[src/hdl/swp_pkg.sv]
package swp_pkg;

   // 95th percentile rank is (held-1)*PCT_NUM/PCT_DEN
   localparam int unsigned PCT_NUM = 95;
   localparam int unsigned PCT_DEN = 100;
   // remainder of the running rank division, always below PCT_DEN
   localparam int unsigned REM_BITS = 7;

   // cells per first-level group of the select tree
   localparam int unsigned GROUP_CELLS = 32;

   typedef enum logic [3:0] {
      ST_IDLE   = 4'b0001,
      ST_UPDATE = 4'b0010,
      ST_GATHER = 4'b0100,
      ST_FINISH = 4'b1000
   } state_type;

   // broadcast to every cell of the sorted chain
   typedef struct packed {
      logic apply;   // cells take their next value this cycle
      logic clear;   // empty the chain
      logic evict;   // window full: drop the oldest sample
   } cell_ctl_type;

   // per-cell status seen by both neighbors
   typedef struct packed {
      logic occ;     // cell holds a sample
      logic lt;      // held sample is below the incoming one
      logic past;    // cell sits at or after the evicted slot
   } cell_flag_type;

endpackage

[src/hdl/swp_cell.sv]
module swp_cell #(
   parameter int WINDOW_DEPTH = 256,
   parameter int SAMPLE_BITS = 32,
   localparam int AGE_BITS = $clog2(WINDOW_DEPTH)
) (
   input  logic                     clock,
   input  logic                     reset,
   input  swp_pkg::cell_ctl_type    ctl,
   input  logic [SAMPLE_BITS-1:0]   sample,
   input  logic [SAMPLE_BITS-1:0]   v_old,
   input  logic [SAMPLE_BITS-1:0]   left_val,
   input  logic [AGE_BITS-1:0]      left_age,
   input  swp_pkg::cell_flag_type   left_flag,
   input  logic [SAMPLE_BITS-1:0]   right_val,
   input  logic [AGE_BITS-1:0]      right_age,
   input  swp_pkg::cell_flag_type   right_flag,
   output logic [SAMPLE_BITS-1:0]   val,
   output logic [AGE_BITS-1:0]      age,
   output swp_pkg::cell_flag_type   flag
);

   localparam logic [AGE_BITS-1:0] AGE_MAX = AGE_BITS'(WINDOW_DEPTH - 1);

   logic [SAMPLE_BITS-1:0] val_ff, val_in;
   logic [AGE_BITS-1:0]    age_ff, age_in;
   logic                   occ_ff, occ_in;

   // chain entry at this position once the oldest is removed
   logic [SAMPLE_BITS-1:0] sel_val;
   logic [AGE_BITS-1:0]    sel_age;
   logic                   sel_occ, sel_lt;
   // chain entry one position lower once the oldest is removed
   logic [SAMPLE_BITS-1:0] low_val;
   logic [AGE_BITS-1:0]    low_age;
   logic                   low_occ, low_lt;

   // own status; equal samples sit in age order, so the oldest ends its tie run
   always_comb begin
      flag.occ  = occ_ff;
      flag.lt   = occ_ff && (val_ff < sample);
      flag.past = ctl.evict && occ_ff && ((val_ff > v_old) || (age_ff == AGE_MAX));
   end

   // eviction closes the gap by taking from the right neighbor
   always_comb begin
      if (flag.past) begin
         sel_val = right_val;
         sel_age = right_age;
         sel_occ = right_flag.occ;
         sel_lt  = right_flag.lt;
      end else begin
         sel_val = val_ff;
         sel_age = age_ff;
         sel_occ = occ_ff;
         sel_lt  = flag.lt;
      end
      if (left_flag.past) begin
         low_val = val_ff;
         low_age = age_ff;
         low_occ = occ_ff;
         low_lt  = flag.lt;
      end else begin
         low_val = left_val;
         low_age = left_age;
         low_occ = left_flag.occ;
         low_lt  = left_flag.lt;
      end
   end

   // insertion: smaller entries stay, the new word lands at the boundary,
   // larger entries move one position up
   always_comb begin
      if (sel_lt) begin
         val_in = sel_val;
         age_in = sel_age + AGE_BITS'(1);
         occ_in = sel_occ;
      end else if (low_lt) begin
         val_in = sample;
         age_in = '0;
         occ_in = 1'b1;
      end else begin
         val_in = low_val;
         age_in = low_age + AGE_BITS'(1);
         occ_in = low_occ;
      end
      if (ctl.clear) begin
         occ_in = 1'b0;
      end
   end

   always_ff @(posedge clock) begin
      if (reset) begin
         occ_ff <= 1'b0;
      end else if (ctl.apply) begin
         occ_ff <= occ_in;
      end
   end

   always_ff @(posedge clock) begin
      if (ctl.apply) begin
         val_ff <= val_in;
         age_ff <= age_in;
      end
   end

   assign val = val_ff;
   assign age = age_ff;

endmodule

[config.mk]
export PLATFORM = sky130hd
export DESIGN_NAME = swp_cell
export DESIGN_NICKNAME = d
export VERILOG_FILES = /design/src/hdl/swp_pkg.sv /design/src/hdl/swp_cell.sv
export SDC_FILE = /design/constraint.sdc
export NUM_CORES = 1
export LEC_CHECK = 0
export ABC_AREA = 1
export BUFFER_PORTS_ARGS = -buffer_cell sky130_fd_sc_hd__buf_4
export CORE_AREA = 2 2 107 109
export CTS_CLUSTER_DIAMETER = 150
export CTS_CLUSTER_SIZE = 20
export DETAILED_ROUTE_END_ITERATION = 8
export DIE_AREA = 0 0 109 111
export HOLD_SLACK_MARGIN = 0.03
export PLACE_DENSITY = 0.67
export SLEW_MARGIN = 25
export SYNTH_ARGS = -nofsm -noshare
export SYNTH_HDL_FRONTEND = slang
export SYNTH_SLANG_ARGS = --single-unit
[constraint.sdc]
create_clock -name clock -period 10.7 [get_ports clock]
set_clock_uncertainty 0.2 [all_clocks]
set_input_delay 0.535 -clock clock [delete_from_list [all_inputs] [get_ports clock]]
set_output_delay 0.535 -clock clock [all_outputs]
set_load 0.05 [all_outputs]
==> impl_metrics.env, run 1 <==
export IMPL_grtUsageTotal_pct=20.7
export IMPL_io_buffers=196
export IMPL_fin_nets=1010
export IMPL_globalRouteMet3Util_pct=3.70
export IMPL_yosys_area_top_type="edfxtp_1"
export IMPL_start_util_pct=38.8
export IMPL_cts_buffer_depth=2
export IMPL_dp_hpwl_um=10400
export IMPL_fin_crit_ps=4150
export IMPL_post_cts_buffers=0
export IMPL_wl_um=13000
export IMPL_hold_class="in2reg"
export IMPL_synth_area_top_cells="edfxtp_1 (28%), ha_1 (19%), nand2_1 (12%)"
export IMPL_hold_buffers=0
export IMPL_max_freq_ghz=0.241
export IMPL_p_total_w=0.000710
export IMPL_cap_viol_max_count=0
export IMPL_grt_pass1_vias=4399
export IMPL_crit_end="val[7]"
export IMPL_peakVddDrop_uv=56.4
export IMPL_final_common_cell="buf_4"
export IMPL_numCtsBuffers=5
export IMPL_htreeDepth=2
export IMPL_synth_area_um2=4300
export IMPL_maxSlewViolCount=0
export IMPL_synthCells=603
export IMPL_grt_overflow_total=0
export IMPL_post_cts_resize_count=0
export IMPL_p_leak_nw=3.19
export IMPL_ys_seq_area_share_pct=28.4
export IMPL_worstRegToRegCells=15
export IMPL_yosysUniqueCellTypes=36
export IMPL_yosysWarnings=0
export IMPL_cts_sinks=41
export IMPL_mostFrequentLayoutCells="buf_4 (196), nand2_1 (134), inv_1 (93), a21oi_1 (93), ha_1 (65)"
export IMPL_die_area_um2=12100
export IMPL_hold_violations=0
export IMPL_synth_async_sr_flop_share_pct=0
export IMPL_period_share_pct=38.8
export IMPL_wl_per_cell_um=13.9
export IMPL_ys_flop_type="edfxtp_1"
export IMPL_area_growth_pct=40.4
export IMPL_clk_latency_ps=280
export IMPL_end_kind="register"
export IMPL_die_h_um=111
export IMPL_powerDensity_nw_per_um2=118
export IMPL_synth_avg_cell_area_um2=7.13
export IMPL_r2r_end="val[7]"
export IMPL_path_clk_slew_ps=60
export IMPL_first_pass_iters=4
export IMPL_syn_num_nets=823
export IMPL_r2r_start="val[19]"
export IMPL_n_antenna_cell=0
export IMPL_antenna_left=0
export IMPL_pin_count=198
export IMPL_nFillCells=1070
export IMPL_startpoint="val[19]"
export IMPL_worst_slew_pin_slew_ps=900
export IMPL_clock_root_buffer="clkbuf_16"
export IMPL_setup_tns_ps=0
export IMPL_grt_max_degree=43
export IMPL_rows=39
export IMPL_fp_dieW_um=109
export IMPL_grt_use_met1_pct=26.3
export IMPL_final_util_pct=54.5
export IMPL_status="finished clean"
export IMPL_num_vias=4521
export IMPL_rrSetupSlack_ps=6550
export IMPL_synth_seq_cells=41
export IMPL_grt_busiest_layer="met2"
export IMPL_rsz0062_at_grt="no"
export IMPL_crit_required_ps=10480
export IMPL_initialDrtViolationCount=237
export IMPL_antenna_found_initial=0
export IMPL_grt_pass1_wl_um=20100
export IMPL_synth_top_cell_area_share_pct=27.9
export IMPL_hold_slack_ps=293
export IMPL_arrival_ps=3940
export IMPL_design_core_area_um2=11100
export IMPL_cp_max_fo=42
export IMPL_drive_above_1_share_pct=29.8
export IMPL_use_met2_pct=36.2
export IMPL_startpoint_type="register"
export IMPL_setup_viol=0
export IMPL_synth_edf_count=40
export IMPL_place_congestion=0.881
export IMPL_critPathKind="reg2reg"
export IMPL_slew_headroom_pct=39.8
export IMPL_via_per_inst=4.84
export IMPL_drc=0
export IMPL_cts_tree="built"
==> worst min-delay path by stage <==
stage          startpoint  endpoint  slack (ps)  cells after the start
6_report            reset    occ_ff         290                      4
5_1_grt             reset    occ_ff         310                      4
4_1_cts             reset    occ_ff         290                      4
3_5_place_dp       occ_ff    occ_ff         330                      2
3_3_place_gp       occ_ff    occ_ff         330                      2
2_1_floorplan      occ_ff    occ_ff         290                      2
==> synth_stat cells, types with 3 or more instances <==
cell type / count
nand2_1: 134
a21oi_1: 94
inv_1: 94
ha_1: 65
nor2_1: 59
edfxtp_1: 40
nand3_1: 25
o21ai_0: 16
nand2_2: 10
buf_2: 8
nand2_4: 6
nand4_1: 6
buf_4: 4
inv_2: 4
nor2_2: 4
clkbuf_1: 3
or2_2: 3
==> layout make-up <==
| cell class | instances | area [um^2] | share of cell area [%] |
|---|---|---|---|
| Multi-Input combinational cell | 446 | 2620 | 43.4 |
| Inverter | 99 | 372 | 6.16 |
| Timing Repair Buffer | 197 | 1500 | 24.8 |
| Sequential cell | 41 | 1220 | 20.2 |
| Clock buffer | 8 | 146 | 2.43 |
| Tap cell | 143 | 179 | 2.97 |
==> per-layer routing <==
metal  share of wire, %  vias up
li1                   -     2350
met1                 44     1994
met2                 48      163
met3                7.4       14
met4                1.2        0
met5                  0        -
==> stage by stage <==
stage          instance area, um^2  instances  worst slack [ps]
2_1_floorplan                 4300        603              5940
3_3_place_gp                  5860        925              6040
3_5_place_dp                  5890        926              6280
4_1_cts                       6030        934              6490
5_1_grt                       6030        934              6200
6_report                      6030        934              6550
==> power by group <==
part | leakage [nW] | switching [W] | internal, W
Clock | 0.0712 | 0.0000579 | 0.0000931
Sequential | 0.392 | 0.0000179 | 0.000206
Combinational | 2.73 | 0.000206 | 0.000129
Total | 3.19 | 0.000282 | 0.000428
==> critical path: stages, from the launching register on <==
cell and delay, ps:
edfxtp_1 440, ha_1 330, a21oi_1 180, nand2_1 70, nand2_1 60, nand3_1 80
a21oi_1 170, nand2_1 90, nand2_2 100, nand2_4 100, nand2_4 190, nand2_1 140
nand2_2 680, o21ai_0 280, a21oi_4 520, buf_16 230
==> registers in the layout, indices dropped and copies added (netlist names) <==
| name | count |
|---|---|
| age | 8 |
| occ_ff | 1 |
| val | 32 |
==> logic make-up after synthesis <==
family	share of synthesized area (%)
adder cells (fa/ha/maj)	18.9
flip-flops	28.4
XOR/XNOR	0.611
AO/OA/AOI/OAI	14.4
AND/OR/NAND/NOR	26.7
buffers and inverters	11.0
Power figures use the tool's default switching activity.
==> inputs of run 2 (changes only) <==
- ABC_AREA: 1 -> 0
- CORE_AREA: 2 2 107 109 -> 2 2 106 108
- DIE_AREA: 0 0 109 111 -> 0 0 108 110
- clock period: 10.7 -> 4.1 ns (I/O delays scaled with it)
==> run 2 against run 1 <==
Net effect:
- critical path depth decreased by 1
- critical path type unchanged
- register-to-register slack got worse by 6100 ps
- largest power group unchanged
- power increased by 94%
==> impl_metrics.env, run 2 <==
export IMPL_status="finished clean"
export IMPL_design_core_area_um2=10700
export IMPL_grt_overflow_total=0
export IMPL_critPathKind="reg2reg"
export IMPL_ys_flop_type="edfxtp_1"
export IMPL_worst_slew_pin_slew_ps=775
export IMPL_wl_um=13000
export IMPL_max_freq_ghz=0.277
export IMPL_setup_tns_ps=0
export IMPL_synth_avg_cell_area_um2=7.96
export IMPL_fin_nets=938
export IMPL_dp_cells=848
export IMPL_antenna_found_initial=0
export IMPL_synthCells=525
export IMPL_synth_area_um2=4180
export IMPL_period_share_pct=88.1
export IMPL_htreeDepth=2
export IMPL_setup_ws_ps=488
export IMPL_die_h_um=110
export IMPL_mostFrequentLayoutCells="buf_4 (204), nand2_1 (93), inv_1 (71), ha_1 (65), nor2_1 (43)"
export IMPL_cts_sinks=41
export IMPL_syn_num_nets=745
export IMPL_via_per_inst=5.12
export IMPL_rsz0062_at_grt="no"
export IMPL_hold_path_cell_count=3
export IMPL_n_antenna_cell=0
export IMPL_hold_violations=0
export IMPL_worstHoldEndpoint="val[11]"
export IMPL_end_kind="register"
export IMPL_critPathSlowestCell="nor4_1"
export IMPL_rrSetupSlack_ps=490
export IMPL_crit_required_ps=3940
export IMPL_synth_area_top_cells="edfxtp_1 (29%), ha_1 (19%), nand2_1 (8.4%)"
export IMPL_hold_class="in2reg"
export IMPL_p_leak_nw=3.00
export IMPL_peakVddDrop_uv=120
export IMPL_pin_count=198
export IMPL_yosys_area_top_type="edfxtp_1"
export IMPL_fin_crit_ps=3610
export IMPL_maxSlewViolCount=0
export IMPL_wl_per_cell_um=15.2
export IMPL_fin_cells=859
export IMPL_nFillCells=1010
export IMPL_hold_start="right_val[11]"
export IMPL_arrival_ps=3460
export IMPL_place_congestion=0.896
export IMPL_cp_max_fo=4
export IMPL_p_total_w=0.00138
export IMPL_combPwrFrac_pct=41.4
export IMPL_ys_seq_area_share_pct=29.2
export IMPL_area_growth_pct=41.6
export IMPL_path_clk_slew_ps=80
export IMPL_seqPwrFrac_pct=39.2
export IMPL_grt_pass1_wl_um=20200
export IMPL_num_vias=4396
export IMPL_startpoint_type="register"
export IMPL_clock_root_buffer="clkbuf_8"
export IMPL_drive_above_1_share_pct=30.6
export IMPL_cts_tree="built"
export IMPL_synth_cells_most_frequent="nand2_1 (93), inv_1 (71), ha_1 (65)"
export IMPL_r2r_end="age[6]"
export IMPL_final_common_cell="buf_4"
export IMPL_yosysWarnings=0
export IMPL_synth_async_sr_flop_share_pct=0
export IMPL_fp_dieW_um=108
export IMPL_grt_pass1_vias=4388
export IMPL_p_sw_w=0.000500
export IMPL_rows=38
export IMPL_initialDrtViolationCount=213
export IMPL_grtUsageTotal_pct=21.7
export IMPL_first_pass_iters=5
export IMPL_synth_edf_count=40
export IMPL_clk_latency_ps=300
export IMPL_yosysUniqueCellTypes=47
export IMPL_clockPowerShare_pct=19.4
export IMPL_slew_headroom_pct=48.3
export IMPL_crit_family="simple AND/OR/NAND/NOR gates"
export IMPL_setup_viol=0
export IMPL_cap_viol_max_count=0
export IMPL_worstRegToRegCells=14
export IMPL_numCtsBuffers=5
export IMPL_cts_buffer_depth=2
export IMPL_grt_max_degree=35
export IMPL_netSwitchingFraction_pct=36.3
export IMPL_largest_reg_flops=32
export IMPL_synth_most_common_cell="nand2_1"
export IMPL_die_area_um2=11900
export IMPL_antenna_left=0
export IMPL_max_stage_delay_ps=480
export IMPL_cp_cell_sequence="ha_1 > nand4_1 > nor4_1 > a21boi_1 > o31a_1 > o2111ai_4 > mux2_2 > ha_1 > nand3_1 > nor2_1 > xnor2_1 > nand2_1 > o21ai_0 > o21ai_1"
export IMPL_place_ws_ps=494
export IMPL_dp_hpwl_um=10800
export IMPL_critical_path_buf_inv_count=0
export IMPL_synth_top_cell_area_share_pct=28.7
export IMPL_synth_seq_cells=41
export IMPL_power_internal_w=0.000877
export IMPL_final_util_pct=55.3
export IMPL_start_util_pct=39.1
export IMPL_cp_common_cell="ha_1"
export IMPL_drc=0
export IMPL_r2r_start="val[14]"
export IMPL_io_buffers=196
export IMPL_powerDensity_nw_per_um2=233
run 2: cells by family after synthesis:
group | after synthesis | synth area share (%)
mux | 9 | 2.57
simple gates | 196 | 20.9
fa+ha+maj | 65 | 19.5
buf+inv | 92 | 8.62
flops | 41 | 29.2
compound gates | 106 | 15.9
xor+xnor | 16 | 3.35
run 2: power groups by stage:
| stage | combinational (W) | clock [W] | sequential (W) |
|---|---|---|---|
| after detailed placement | 0.000568 | 0 | 0.000549 |
| after floorplan | 0.000237 | 0 | 0.000635 |
| after CTS | 0.000573 | 0.000281 | 0.000540 |
| final | 0.000570 | 0.000267 | 0.000539 |
| after global routing | 0.000626 | 0.000295 | 0.000545 |
| after global placement | 0.000556 | 0 | 0.000547 |
run 2: per-layer routing:
metal / routed length, um / global-route usage (%)
met5: 0 / 0
met4: 250 / 7.60
met3: 759 / 3.23
met2: 6490 / 39.8
met1: 5540 / 25.9
run 2: worst register-to-register path: cells and delay by family (launching register included):
kind	cells	cell delay, ps
flops	1	440
xor+xnor	1	130
mux	1	280
fa+ha+maj	2	590
simple gates	5	990
compound gates	5	740
run 2: layout make-up:
cell class              instances  area (um^2)  area share (%)
inverters                      71          267            4.50
clock buffers                   6         72.6            1.23
clock inverters                 2         10.0           0.169
well taps                     140          175            2.96
repair buffers                207         1560            26.4
multi-input cells             392         2610            44.1
flip-flops and latches         41         1220            20.6
run 2: timing repair:
item | in CTS | in global routing
setup buffers | 0 | 0
hold buffers | 3 | 0
gates resized for setup | 0 | 0
endpoints found under the hold margin | 10 | 0
run 2: how the worst max path moves through the flow:
stage | end | startpoint | cells after the start
global placement | age[6] | val[14] | 14
floorplan | age[6] | val[14] | 17
finish | age[6] | val[14] | 14
global route | age[6] | val[14] | 14
CTS | age[6] | val[14] | 14
detailed placement | age[6] | val[14] | 14
run 2: per-stage QoR:
stage | area (um^2) | hold WS (ps)
global placement | 5810 | 327
floorplan | 4180 | 117
detailed placement | 5810 | 327
CTS | 5920 | 30.3
finish | 5920 | 47.8
global route | 5920 | 47.6
==> inputs of run 3 (changes only) <==
- BUFFER_PORTS_ARGS: -buffer_cell sky130_fd_sc_hd__buf_4 -> -buffer_cell sky130_fd_sc_hd__buf_2
==> run 3 against run 2 <==
Net effect:
- power shrank 4.4%
- critical path depth unchanged
- die area did not move
- final cell count fell by 0.47%
- first-iteration DRC count down 33%
- non-clock buffer count shrank 4
- highest routed layer unchanged
==> impl_metrics.env, run 3 (synthesized netlist as in run 2, its figures left out) <==
export IMPL_cts_sinks=41
export IMPL_htreeDepth=2
export IMPL_wl_per_cell_um=14.2
export IMPL_grt_pass1_vias=4270
export IMPL_max_freq_ghz=0.285
export IMPL_start_util_pct=39.1
export IMPL_drive_above_1_share_pct=30.6
export IMPL_p_leak_nw=2.82
export IMPL_max_stage_delay_ps=440
export IMPL_crit_family="simple AND/OR/NAND/NOR gates"
export IMPL_rows=38
export IMPL_netSwitchingFraction_pct=37.8
export IMPL_num_vias=4348
export IMPL_via_per_inst=5.09
export IMPL_power_internal_w=0.000818
export IMPL_fp_dieW_um=108
export IMPL_fin_crit_ps=3510
export IMPL_seq_area_um2=1220
export IMPL_fin_nets=934
export IMPL_slew_headroom_pct=49.2
export IMPL_die_area_um2=11900
export IMPL_n_antenna_cell=0
export IMPL_cap_viol_max_count=0
export IMPL_final_common_cell="buf_2"
export IMPL_place_congestion=0.894
export IMPL_setup_ws_ps=587
export IMPL_hold_violations=0
export IMPL_status="finished clean"
export IMPL_first_pass_iters=4
export IMPL_post_cts_buffers=0
export IMPL_io_buffers=196
export IMPL_critPathKind="reg2reg"
export IMPL_p_sw_w=0.000498
export IMPL_cts_buffer_depth=2
export IMPL_area_growth_pct=29.3
export IMPL_end_kind="register"
export IMPL_crit_required_ps=3940
export IMPL_cp_max_fo=4
export IMPL_combPwrFrac_pct=38.7
export IMPL_grt_overflow_total=0
export IMPL_dp_hpwl_um=10100
export IMPL_antenna_found_initial=0
export IMPL_cp_cell_sequence="ha_1 > nand4_1 > nor4_1 > a21boi_1 > o31a_1 > o2111ai_4 > mux2_2 > ha_1 > nand3_1 > nor2_1 > xnor2_1 > nand2_1 > o21ai_0 > o21ai_1"
export IMPL_largest_reg_flops=32
export IMPL_clockPowerShare_pct=20.5
export IMPL_peakVddDrop_uv=135
export IMPL_grt_pass1_wl_um=19000
export IMPL_die_h_um=110
export IMPL_initialDrtViolationCount=143
export IMPL_mostFrequentLayoutCells="buf_2 (196), nand2_1 (93), inv_1 (71), ha_1 (65), nor2_1 (43)"
export IMPL_clock_root_buffer="clkbuf_8"
export IMPL_worst_slew_pin_slew_ps=761
export IMPL_arrival_ps=3360
export IMPL_grtUsageTotal_pct=20.3
export IMPL_grt_max_degree=66
export IMPL_critPathSlowestCell="nor4_1"
export IMPL_cp_common_cell="ha_1"
export IMPL_nFillCells=1051
export IMPL_startpoint_type="register"
export IMPL_rsz0062_at_grt="no"
export IMPL_period_share_pct=85.7
export IMPL_setup_viol=0
export IMPL_hold_class="in2reg"
export IMPL_post_cts_resize_count=0
export IMPL_place_ws_ps=559
export IMPL_clk_latency_ps=300
export IMPL_path_clk_slew_ps=90
export IMPL_drc=0
export IMPL_hold_buffers=0
export IMPL_multi_input_area_um2=2610
export IMPL_antenna_left=0
export IMPL_wl_um=12100
export IMPL_cts_tree="built"
export IMPL_numCtsBuffers=5
export IMPL_design_core_area_um2=10700
export IMPL_maxSlewViolCount=0
export IMPL_setup_tns_ps=0
export IMPL_critical_path_buf_inv_count=0
export IMPL_powerDensity_nw_per_um2=243
export IMPL_pin_count=198
export IMPL_seqPwrFrac_pct=40.8
[run 3: path summary, 6_finish.rpt]
check | from | end | slack, ps | cells past startpoint
hold reg to reg | occ_ff | occ_ff | 610 | 2
setup / recovery | val[14] | age[6] | 590 | 14
hold / removal | right_val[25] | val[25] | 50 | 3
setup reg to reg | val[14] | age[6] | 590 | 14
[run 3: routing by layer]
metal | global-route usage, % | vias up | wire length, um
li1 | - | 2223 | -
met1 | 25.0 | 1962 | 5370
met2 | 36.6 | 143 | 5800
met3 | 3.41 | 20 | 723
met4 | 5.40 | 0 | 238
met5 | 0 | - | 0
[run 3: worst register-to-register path, cell delays in order (launching register included)]
cell       delay, ps
edfxtp_1         430
ha_1             340
nand4_1          150
nor4_1           440
a21boi_1         220
o31a_1           200
o2111ai_4        160
mux2_2           280
ha_1             220
nand3_1          140
nor2_1           140
xnor2_1          130
nand2_1           60
o21ai_0           70
o21ai_1           80
[run 3: layout make-up]
| cell class | instances | area share, % |
|---|---|---|
| Clock buffer | 5 | 1.27 |
| Clock inverter | 3 | 0.324 |
| Inverter | 71 | 4.93 |
| Multi-Input combinational cell | 392 | 48.3 |
| Sequential cell | 41 | 22.6 |
| Tap cell | 140 | 3.24 |
| Timing Repair Buffer | 203 | 19.3 |
[run 3: per-stage QoR]
step,cells,total power [W],utilization [%],area (um^2),hold slack [ps]
floorplan,525,0.000872,-,4180,117
global placement,847,0.00104,49.7,5320,352
detailed placement,847,0.00106,49.7,5320,356
CTS,855,0.00133,50.5,5410,37.4
global route,855,0.00141,50.5,5410,55.2
finish,855,0.00132,50.5,5410,48.2
[run 3: power groups by stage]
stage               Sequential [W]  Clock [W]  Combinational (W)
finish                    0.000537   0.000270           0.000509
global route              0.000542   0.000299           0.000566
CTS                       0.000537   0.000282           0.000512
detailed placement        0.000547          0           0.000510
global placement          0.000545          0           0.000499
floorplan                 0.000635          0           0.000237
